==> src/sv/lndp_pkg.sv <==
`timescale 1ns / 1ps

package lndp_pkg;

	// program counter width and entry points
	localparam int PC_W = 4;
	localparam logic [PC_W-1:0] ST_IDLE = 4'd0;
	localparam logic [PC_W-1:0] ST_DISP = 4'd1;
	localparam logic [PC_W-1:0] ST_SIGN = 4'd2;
	localparam logic [PC_W-1:0] ST_MHI  = 4'd3;
	localparam logic [PC_W-1:0] ST_MLO  = 4'd4;
	localparam logic [PC_W-1:0] ST_SUB  = 4'd5;
	localparam logic [PC_W-1:0] ST_DIG  = 4'd6;
	localparam logic [PC_W-1:0] ST_DHI  = 4'd7;
	localparam logic [PC_W-1:0] ST_DLO  = 4'd8;
	localparam logic [PC_W-1:0] ST_NEXT = 4'd9;
	localparam logic [PC_W-1:0] ST_RHI  = 4'd10;
	localparam logic [PC_W-1:0] ST_RLO  = 4'd11;

	// characters and decimal weights
	localparam logic [7:0] ASCII_ZERO  = 8'h30;
	localparam logic [7:0] ASCII_MINUS = 8'h2D;
	localparam logic [3:0] TOP_IDX     = 4'd9;

	typedef struct packed {
		logic               cmd;
		logic [7:0]         byte_value;
		logic               is_data;
		logic signed [31:0] number;
	} item_t;

	typedef struct packed {
		logic [3:0] nibble;
		logic       reg_select;
		logic       last;
	} result_t;

	typedef enum logic [2:0] {
		OP_NONE,
		OP_LOAD,
		OP_HI,
		OP_LO,
		OP_SUB,
		OP_DIGIT,
		OP_NEXT
	} op_t;

	typedef enum logic [2:0] {
		C_ALWAYS,
		C_NOIN,
		C_RAW,
		C_NEG,
		C_BUSY,
		C_GE,
		C_SKIP,
		C_UNIT
	} cond_t;

	typedef enum logic [1:0] {
		LAST_NO,
		LAST_YES,
		LAST_UNIT
	} last_t;

	// one control word of the program
	typedef struct packed {
		op_t             op;
		last_t           last_sel;
		cond_t           cond;
		logic [PC_W-1:0] tgt;
		logic [PC_W-1:0] nxt;
	} uword_t;

	// control from sequencer to datapath
	typedef struct packed {
		op_t   op;
		last_t last_sel;
		logic  idle;
	} ctrl_t;

	// status from datapath to sequencer
	typedef struct packed {
		logic in_acc;
		logic raw;
		logic neg;
		logic busy;
		logic ge;
		logic skip;
		logic unit;
	} status_t;

	// decimal weight for digit position idx
	function automatic logic [29:0] pow10(input logic [3:0] idx);
		logic [29:0] p;
		case (idx)
			4'd0: p = 30'd1;
			4'd1: p = 30'd10;
			4'd2: p = 30'd100;
			4'd3: p = 30'd1000;
			4'd4: p = 30'd10000;
			4'd5: p = 30'd100000;
			4'd6: p = 30'd1000000;
			4'd7: p = 30'd10000000;
			4'd8: p = 30'd100000000;
			4'd9: p = 30'd1000000000;
			default: p = 30'd1;
		endcase
		return p;
	endfunction

	// microprogram
	function automatic uword_t rom_word(input logic [PC_W-1:0] pc);
		uword_t w;
		case (pc)
			ST_IDLE: w = '{OP_LOAD,  LAST_NO,   C_NOIN,   ST_IDLE, ST_DISP};
			ST_DISP: w = '{OP_NONE,  LAST_NO,   C_RAW,    ST_RHI,  ST_SIGN};
			ST_SIGN: w = '{OP_NONE,  LAST_NO,   C_NEG,    ST_MHI,  ST_SUB};
			ST_MHI:  w = '{OP_HI,    LAST_NO,   C_BUSY,   ST_MHI,  ST_MLO};
			ST_MLO:  w = '{OP_LO,    LAST_NO,   C_BUSY,   ST_MLO,  ST_SUB};
			ST_SUB:  w = '{OP_SUB,   LAST_NO,   C_GE,     ST_SUB,  ST_DIG};
			ST_DIG:  w = '{OP_DIGIT, LAST_NO,   C_SKIP,   ST_NEXT, ST_DHI};
			ST_DHI:  w = '{OP_HI,    LAST_NO,   C_BUSY,   ST_DHI,  ST_DLO};
			ST_DLO:  w = '{OP_LO,    LAST_UNIT, C_BUSY,   ST_DLO,  ST_NEXT};
			ST_NEXT: w = '{OP_NEXT,  LAST_NO,   C_UNIT,   ST_IDLE, ST_SUB};
			ST_RHI:  w = '{OP_HI,    LAST_NO,   C_BUSY,   ST_RHI,  ST_RLO};
			ST_RLO:  w = '{OP_LO,    LAST_YES,  C_BUSY,   ST_RLO,  ST_IDLE};
			default: w = '{OP_NONE,  LAST_NO,   C_ALWAYS, ST_IDLE, ST_IDLE};
		endcase
		return w;
	endfunction

endpackage

==> src/sv/lndp_seq.sv <==
`timescale 1ns / 1ps

module lndp_seq import lndp_pkg::*; (
	input  logic    clk,
	input  logic    arst_n,
	input  status_t st,
	output ctrl_t   ctrl
);

	logic [PC_W-1:0] pc_q;
	uword_t          w;
	logic            take;

	// fetch the control word of the current step
	assign w = rom_word(pc_q);

	always_comb begin
		case (w.cond)
			C_ALWAYS: take = 1'b1;
			C_NOIN:   take = ~st.in_acc;
			C_RAW:    take = st.raw;
			C_NEG:    take = st.neg;
			C_BUSY:   take = st.busy;
			C_GE:     take = st.ge;
			C_SKIP:   take = st.skip;
			C_UNIT:   take = st.unit;
			default:  take = 1'b1;
		endcase
	end

	assign ctrl.op       = w.op;
	assign ctrl.last_sel = w.last_sel;
	assign ctrl.idle     = (pc_q == ST_IDLE);

	// step counter with conditional jump
	always_ff @(posedge clk or negedge arst_n) begin
		if (!arst_n) begin
			pc_q <= ST_IDLE;
		end else begin
			pc_q <= take ? w.tgt : w.nxt;
		end
	end

endmodule

==> src/sv/lndp_dp.sv <==
`timescale 1ns / 1ps

module lndp_dp import lndp_pkg::*; (
	input  logic    clk,
	input  logic    arst_n,
	input  ctrl_t   ctrl,
	input  logic    item_valid,
	input  item_t   item,
	input  logic    result_stall,
	output logic    result_valid,
	output result_t result,
	output status_t st
);

	logic [31:0] mag_q;
	logic [3:0]  pidx_q;
	logic [3:0]  digit_q;
	logic        started_q;
	logic        raw_q;
	logic        neg_q;
	logic        rs_q;
	logic [7:0]  char_q;
	logic        out_valid_q;
	result_t     out_q;

	logic [31:0] pow;
	logic        ge;
	logic        busy;
	logic        in_acc;
	logic        last_bit;
	logic [31:0] abs_num;

	assign pow     = {2'b00, pow10(pidx_q)};
	assign ge      = (mag_q >= pow);
	assign busy    = out_valid_q & result_stall;
	assign in_acc  = item_valid & ctrl.idle;
	assign abs_num = item.number[31] ? (~item.number + 32'd1) : item.number;

	assign st.in_acc = in_acc;
	assign st.raw    = raw_q;
	assign st.neg    = neg_q;
	assign st.busy   = busy;
	assign st.ge     = ge;
	assign st.skip   = (digit_q == 4'd0) & ~started_q & (pidx_q != 4'd0);
	assign st.unit   = (pidx_q == 4'd0);

	always_comb begin
		case (ctrl.last_sel)
			LAST_NO:   last_bit = 1'b0;
			LAST_YES:  last_bit = 1'b1;
			LAST_UNIT: last_bit = (pidx_q == 4'd0);
			default:   last_bit = 1'b0;
		endcase
	end

	// working registers
	always_ff @(posedge clk or negedge arst_n) begin
		if (!arst_n) begin
			raw_q     <= 1'b0;
			neg_q     <= 1'b0;
			rs_q      <= 1'b0;
			char_q    <= 8'd0;
			mag_q     <= 32'd0;
			pidx_q    <= 4'd0;
			digit_q   <= 4'd0;
			started_q <= 1'b0;
		end else begin
			case (ctrl.op)
				OP_LOAD: begin
					if (in_acc) begin
						raw_q     <= ~item.cmd;
						neg_q     <= item.number[31];
						rs_q      <= item.cmd | item.is_data;
						char_q    <= item.cmd ? ASCII_MINUS : item.byte_value;
						mag_q     <= abs_num;
						pidx_q    <= TOP_IDX;
						digit_q   <= 4'd0;
						started_q <= 1'b0;
					end
				end
				OP_SUB: begin
					if (ge) begin
						mag_q   <= mag_q - pow;
						digit_q <= digit_q + 4'd1;
					end
				end
				OP_DIGIT: begin
					char_q    <= ASCII_ZERO + {4'd0, digit_q};
					started_q <= started_q | (digit_q != 4'd0) | (pidx_q == 4'd0);
				end
				OP_NEXT: begin
					digit_q <= 4'd0;
					if (pidx_q != 4'd0) begin
						pidx_q <= pidx_q - 4'd1;
					end
				end
				default: begin
				end
			endcase
		end
	end

	// output register, loaded only when the previous beat is gone or is taken in the same cycle
	always_ff @(posedge clk or negedge arst_n) begin
		if (!arst_n) begin
			out_valid_q <= 1'b0;
		end else if ((ctrl.op == OP_HI || ctrl.op == OP_LO) && !busy) begin
			out_valid_q <= 1'b1;
		end else if (!result_stall) begin
			out_valid_q <= 1'b0;
		end
	end

	always_ff @(posedge clk or negedge arst_n) begin
		if (!arst_n) begin
			out_q <= '0;
		end else if (ctrl.op == OP_HI && !busy) begin
			out_q.nibble     <= char_q[7:4];
			out_q.reg_select <= rs_q;
			out_q.last       <= 1'b0;
		end else if (ctrl.op == OP_LO && !busy) begin
			out_q.nibble     <= char_q[3:0];
			out_q.reg_select <= rs_q;
			out_q.last       <= last_bit;
		end
	end

	assign result_valid = out_valid_q;
	assign result       = out_q;

	// digit extraction has run to completion before a digit is formed
	a_digit_done: assert property (@(posedge clk) disable iff (!arst_n)
		ctrl.op == OP_DIGIT |-> mag_q < pow)
		else $error("digit formed before extraction finished");

	a_digit_range: assert property (@(posedge clk) disable iff (!arst_n)
		ctrl.op == OP_DIGIT |-> digit_q <= 4'd9)
		else $error("decimal digit out of range");

	a_low_emit: assert property (@(posedge clk) disable iff (!arst_n)
		(ctrl.op == OP_LO && !busy) |=> out_valid_q && out_q.nibble == $past(char_q[3:0]))
		else $error("low nibble not presented");

	a_no_overwrite: assert property (@(posedge clk) disable iff (!arst_n)
		(ctrl.op == OP_HI && busy) |=> $stable(out_q))
		else $error("waiting beat overwritten");

endmodule

==> src/sv/lcd_nibble_writer_decimal_print.sv <==
`timescale 1ns / 1ps

// Character LCD 4-bit writer with decimal print.
// Item channel (item_valid / item_stall / item): an item either sends one
// raw byte with its register-select bit (cmd 0) or prints a signed 32-bit
// number in decimal (cmd 1). An item is taken only while the sequencer is
// at its idle step; item_stall is high for the whole time an item is worked.
// Result channel (result_valid / result_stall / result): one beat per enable
// pulse, high nibble first, last set on the final nibble of the item.
// A raw byte passes the accept, the raw/number check and its high and low
// nibble steps before the next item is taken. A number passes the accept,
// the check, the sign check, the nibble steps of a minus sign if negative,
// and per decimal position a subtraction of the weight while it fits, the
// failing compare, forming the digit, its nibble steps if it is printed
// and the step to the next weight. The first beat comes after the check
// for a raw byte or the sign check if negative, else after the leading digit.
// A held result_stall stops the sequencer at the next nibble step; nothing
// is lost, and a new item may be taken while the last beat still waits.
// Reset clears the step counter and the output valid; the block is idle
// and ready for an item right after reset.

module lcd_nibble_writer_decimal_print import lndp_pkg::*; (
	input  logic    clk,
	input  logic    arst_n,
	input  logic    item_valid,
	output logic    item_stall,
	input  item_t   item,
	output logic    result_valid,
	input  logic    result_stall,
	output result_t result
);

	ctrl_t   ctrl;
	status_t st;

	lndp_seq u_seq (
		.clk    (clk),
		.arst_n (arst_n),
		.st     (st),
		.ctrl   (ctrl)
	);

	lndp_dp u_dp (
		.clk          (clk),
		.arst_n       (arst_n),
		.ctrl         (ctrl),
		.item_valid   (item_valid),
		.item         (item),
		.result_stall (result_stall),
		.result_valid (result_valid),
		.result       (result),
		.st           (st)
	);

	assign item_stall = ~ctrl.idle;

endmodule

==> config.mk <==
export PLATFORM = sky130hd
export DESIGN_NAME = lcd_nibble_writer_decimal_print
export DESIGN_NICKNAME = d
export VERILOG_FILES = /design/src/sv/lndp_pkg.sv /design/src/sv/lndp_seq.sv /design/src/sv/lndp_dp.sv /design/src/sv/lcd_nibble_writer_decimal_print.sv
export SDC_FILE = /design/constraint.sdc
export NUM_CORES = 1
export LEC_CHECK = 0
export ABC_AREA = 1
export BUFFER_PORTS_ARGS = -buffer_cell sky130_fd_sc_hd__buf_2
export CORE_MARGIN = 2
export CORE_UTILIZATION = 50
export CTS_CLUSTER_DIAMETER = 200
export CTS_CLUSTER_SIZE = 40
export DETAILED_ROUTE_END_ITERATION = 16
export GPL_TIMING_DRIVEN = 1
export PLACE_DENSITY = 0.72
export SLEW_MARGIN = 0
export SYNTH_ARGS = -nofsm -noshare
export SYNTH_HDL_FRONTEND = slang
export SYNTH_SLANG_ARGS = --single-unit
==> constraint.sdc <==
create_clock -name clk -period 7.6 [get_ports clk]
set_input_delay 0.38 -clock clk [delete_from_list [all_inputs] [get_ports clk]]
set_output_delay 0.38 -clock clk [all_outputs]
set_load 0.1 [all_outputs]
-- After elaboration in Yosys (flattened, before gate mapping)
Memory sizes are Yosys's and may differ from the RTL's.
Cells that the tools add are included.
- bits in registers: 63
- memory bits (read-only): 736
- bits of input ports: 46
- word-level logic and storage cells: 95
- memories kept: 2
- memory list (memory ; depth ; width ; read ports ; clocked after Yosys merged registers in ; write ports ; line ; RTL):
    (name not given) ; 16 ; 30 ; 1 ; 0 ; 0 ; lndp_pkg.sv:95 ; case (idx)
    (name not given) ; 16 ; 16 ; 1 ; 0 ; 0 ; lndp_pkg.sv:114 ; case (pc)
- $add $sub $neg: 5
- $lt $le $gt $ge: 1
- eq/ne operators: 19
- mux-type cells: 22
- bitwise operators: 12
- reductions and logical operators: 21
- operators with widths (kind ; count):
    $mux 32 ; 3
    $pmux 32 s2 ; 1
    $add 32x1->32 const B ; 1
    $ge 32x30->1 ; 1
    $not 32->32 ; 1
    $sub 32x30->32 ; 1
    $eq 3x3->1 const B ; 7
    $mux 4 ; 5
    $mux 8 ; 2
    $pmux 8 s2 ; 1
    $eq 3x2->1 const B ; 4
    $logic_not 4->1 ; 3
    $mux 6 ; 2
    $pmux 4 s3 ; 1
    $reduce_and 3->1 ; 3
    $ne 2x1->1 const B ; 4
    $pmux 1 s8 ; 1
    $pmux 4 s2 ; 1
    $reduce_bool 2->1 ; 4
    $reduce_bool 4->1 ; 2
    $add 6x4->7 const A ; 1
    $eq 3x1->1 const B ; 2
    $add 4x1->4 const B ; 1
    $and 1x1->1 ; 4
    other kinds (13) ; 24

-- Logic depth before layout (Yosys ltp)
- word-level depth: 5
- mapped depth: 22
- gate-level depth less buffers: 22

-- Modules after synthesis
Synthesis repeated with hierarchy kept, for this count alone.
- cells, all modules: 1228
- area total of the unflattened synthesis: 7070.5 um^2
- modules (own cells, without submodules) (module ; instances ; cells an instance ; area an instance (um^2) ; sequential area each (um^2)):
    lndp_dp ; 1 ; 1114 ; 6391.1 ; 1476.4
    lndp_seq ; 1 ; 113 ; 675.6 ; 100.1
    lcd_nibble_writer_decimal_print ; 1 ; 1 ; 3.8 ; 0.0

-- Least setup slack after synthesis
OpenSTA, ideal clock, no wires.
- kind: flip-flop to flip-flop
- start point: register u_dp.pidx_q[0]
- end point: register u_dp.mag_q[30]
- data arrival time: 2.697 ns
- required time: 7.484 ns
- setup slack: 4.786 ns
- stages on the path, launching flop included: 20
- path buffers: 1
- clock period less this slack: 2.814 ns
- path through: dfrtp_1 > inv_1 > ha_1 > inv_1 > nor3_1 > a21oi_1 > a21boi_0 > ha_1 > nand2_1 > inv_1 > nand2_1 > nor2_1 > nand3_1 > nand3_1 > nand2_1 > nand3_2 > nand2_4 > buf_2 > nand2_1 > nand2_1
- cells in the longest elaborated chain, start to end: 4
- ends and longest elaborated chain (item ; line ; RTL):
    from (decl) ; lndp_dp.sv:16 ; logic [3:0] pidx_q;
    from (signal assigned) ; lndp_dp.sv:94 ; pidx_q <= pidx_q - 4'd1;
    $mem_v2 16x30 * ; -- ;
    $sub 32x30->32 / $ge 32x30->1 (equally long branches) ; lndp_dp.sv:83, lndp_dp.sv:34 ;
    $mux 32 / $ne 2x1->1 (equally long branches) ; -- ;
    $pmux 32 s2 / $reduce_and 3->1 (equally long branches) ; -- ;
    to (signal assigned) ; lndp_dp.sv:75 ; mag_q <= abs_num;
    to (signal assigned) ; lndp_dp.sv:83 ; mag_q <= mag_q - pow;
    to (decl) ; lndp_dp.sv:15 ; logic [31:0] mag_q;
Every way passes the cells marked *; elsewhere a longest branch is shown, timed or not. The select of a mux whose other input is x is not followed.
A chain may end at the register's enable or synchronous reset.

-- Worst setup path after layout
- start point: register u_dp.pidx_q[0]
- end point: register u_dp.mag_q[6]
Same word-level chain as after synthesis.

==> summary.md <==
| Metric | Value |
|---|---|
| Worst slew pin tran | 0.890 ns |
| Mux contribution to synthesized area | 0 |
| Die footprint | 14300 sq um |
| CTS Hold Bufs | 0 |
| Std-Cell Rows | 42 |
| Setup Fix Bufs, Post-CTS | 0 |
| Iteration-0 DRC Markers | 667 |
| Die Wd | 119 um |
| CTS max path bufs | 2 |
| CP required | 7.87 ns |
| Metal3 WL | 1110 um |
| Initial antenna violation count | 0 |
| WP data arrival | 4.22 ns |
| Mean area per synthesized cell | 6.04 sq um |
| Detail Placement HPWL | 14700 um |
| Most common cell in the netlist | nand2_1 |
| Worst skew pair latency | 0.33 ns |
| Post-Synth Adder-Cell Area | 0.0894 |
| Synth top area share | 0.237 |
| Fin crit share | 0.520 |
| Reg clk slew, reported paths | 0.06 ns |
| HP Class | primary input to asynchronous set/reset pin |
| Largest family of logic cells by synthesized area | simple AND/OR/NAND/NOR gates |
| Rel. slew slack | 0.405 |
| Initial Utilization | 0.507 |
| Routed wire length | 18800 um |
| DRT Pass-1 Iters | 7 |
| H-tree levels | 3 |
| Mapped Area | 6660 sq um |
| Number of flops mapped to enable cells by yosys | 0 |
| Layout cells sized above 1 | 0.0850 |
| Antenna violation net count after detailed routing | 0 |
| Critical path class | register to register |
| Synth Flop Type | dfrtp_1 |
| FILL cells | 1399 |
| Root Driver | clkbuf_16 |
| Critical Path Fanout Max | 33 |
| CP endpoint kind | register |
| Vias in the first global route | 6676 |
| Area Growth Syn to Fin | 9.75% |
| Vias | 7203 |
| Yosys top cell by area | dfrtp_1 |
| Wire length on met2 | 8490 um |
| Drt wl/cell | 14.1 um |
| First-pass GRT wire length | 31400 um |
| Fin Hold WS | 0.236 ns |
| Final hold violations | 0 |
| Nets | 1241 |
| Register area share after synthesis | 0.237 |
| Post-synth net total | 1197 |
| Fmax | 253 MHz |
| Max-Cap Viols | 0 |
| Clock Skew | 0.00828 ns |
| Min Tclk post-route | 3.95 ns |
| IO Pins | 54 |
| Top post-synthesis cells by area | dfrtp_1 (24%), nand2_1 (21%), ha_1 (8.6%) |
| # clock sinks | 63 |
| Synth Area in XOR/XNOR | 0.0197 |
| Storage cell area | 1580 sq um |
| Commonest cells post-synth | nand2_1 (373), inv_1 (138), nor2_1 (127) |
| Post-route setup TNS | 0 ns |
| Compound-Gate Fraction of Synth Area | 0.137 |
| Antenna diodes | 0 |
| Largest net degree at the start of global routing | 64 |
| Cells after synthesis | 1104 |
| Simple-Gate Fraction of Synth Area | 0.414 |
| Via-to-Cell Ratio | 5.42 |
| Post-CTS resize count | 0 |
| Multi-input combinational cell area | 4400 sq um |
| RD Place Congestion | 0.928 |
| #FFs+latches synth | 63 |
| Die height | 119 um |
| Drt drc | 0 |
| Core region area | 13100 sq um |
| Warnings, synthesis | 0 |
| Port-buffer cells | 53 |
| Setup-failing EPs final | 0 |
| Congestion Overflow GR | 0 |
| RSZ-0062 raised after global routing | false |
| Cell variety after synth | 48 |
| CTS Buf Count | 9 |
| Startpoint Class | register |
| CTS tree | done |
| Ys async rst share | 1.00 |
| Status | finished, final reports clean |
| Max layer used | met4 |
| M1 WL | 8620 um |
| Gr usage total | 0.271 |
| Final Slew Violations | 0 |
-- state kept, by name (all words and copies together) (netlist names), 4 cells and up --
name	count
u_seq.pc_q	4
u_dp.pidx_q	4
u_dp.result	6
u_dp.mag_q	32
u_dp.char_q	8
u_dp.digit_q	4
-- area by class of cell --
type / count / share of cell area
Sequential cell: 63 / 0.216
Clock buffer: 9 / 0.0308
Inverter: 144 / 0.0746
Tap cell: 176 / 0.0301
Multi-Input combinational cell: 876 / 0.601
Clock inverter: 7 / 0.0101
Timing Repair Buffer: 54 / 0.0373
-- layout by cell type (no fill, tap or decap), types with 2 or more instances in the layout --
| master | netlist | layout |
|---|---|---|
| clkinv_4 | 0 | 3 |
| clkbuf_16 | 0 | 9 |
| buf_2 | 6 | 53 |
| or2_2 | 4 | 4 |
| nand2_2 | 3 | 3 |
| nand2_4 | 3 | 3 |
| inv_2 | 5 | 5 |
| nor2_2 | 3 | 3 |
| xnor2_1 | 3 | 3 |
| inv_1 | 138 | 138 |
| nand4_1 | 13 | 13 |
| and2_1 | 5 | 5 |
| o211ai_2 | 3 | 3 |
| xor2_1 | 12 | 12 |
| ha_1 | 46 | 46 |
| a31oi_1 | 4 | 4 |
| clkinv_2 | 0 | 2 |
| nand3b_1 | 11 | 11 |
| nor2_1 | 127 | 127 |
| dfrtp_1 | 63 | 63 |
| o22ai_1 | 2 | 2 |
| nor3b_1 | 2 | 2 |
| nand3_1 | 89 | 89 |
| nor3_1 | 14 | 14 |
| a211oi_1 | 4 | 4 |
| o21ai_0 | 62 | 62 |
| o21bai_1 | 2 | 2 |
| o22a_1 | 2 | 2 |
| a21oi_1 | 53 | 53 |
| o31ai_1 | 3 | 3 |
| o21ai_1 | 8 | 8 |
| o211ai_1 | 12 | 12 |
| nand2_1 | 373 | 373 |
-- worst paths after layout --
path                                startpoint        endpoint  slack, ns  cells past startpoint
worst max-delay path            u_dp.pidx_q[0]   u_dp.mag_q[6]       3.65                     18
max in group asynchronous               arst_n  u_dp.started_q       6.83                      2
min in group clk                      item[39]  u_dp.char_q[6]       0.26                      3
worst max register to register  u_dp.pidx_q[0]   u_dp.mag_q[6]       3.65                     18
worst min register to register  u_dp.result[1]  u_dp.result[1]       0.47                      2
worst min-delay path                    arst_n  u_dp.mag_q[28]       0.24                      2
-- metal layers --
metal / track usage / vias up
met5: 0 / -
met4: 0.0904 / 0
met3: 0.0378 / 43
met2: 0.441 / 246
met1: 0.369 / 3249
li1: - / 3665
-- worst max-delay path, cell delays in order, from the launching register on --
cell      delay [ns]
dfrtp_1         0.45
inv_1           0.25
ha_1            0.28
inv_1           0.05
nor3_1          0.34
a21oi_1         0.13
ha_1            0.39
nand2_1         0.12
nor2_1          0.22
inv_1           0.07
nor2_1          0.27
nand3_1         0.18
nand3_1         0.14
nand2_1         0.08
nand3_2         0.11
nand2_4         0.25
inv_6           0.33
o211ai_2        0.12
nand2_1         0.09
-- cells by family after synthesis --
| logic type | after synthesis |
|---|---|
| flip-flops | 63 |
| adder cells (fa/ha/maj) | 47 |
| buffers and inverters | 165 |
| AND/OR/NAND/NOR | 654 |
| XOR/XNOR | 15 |
| AO/OA/AOI/OAI | 160 |
-- stage by stage --
stage | setup slack, ns | utilization | std cells | cell area, sq um
6_report | 3.65 | 0.557 | 1329 | 7310
5_1_grt | 3.28 | 0.557 | 1329 | 7310
4_1_cts | 3.75 | 0.557 | 1329 | 7310
3_5_place_dp | 3.77 | 0.534 | 1313 | 7010
3_3_place_gp | 3.77 | 0.534 | 1313 | 7010
2_1_floorplan | 4.79 | - | 1104 | 6660
Power is left out: the tool's default activity adds up to more than one toggle a clock period on the data nets, which glitch-free logic cannot reach.
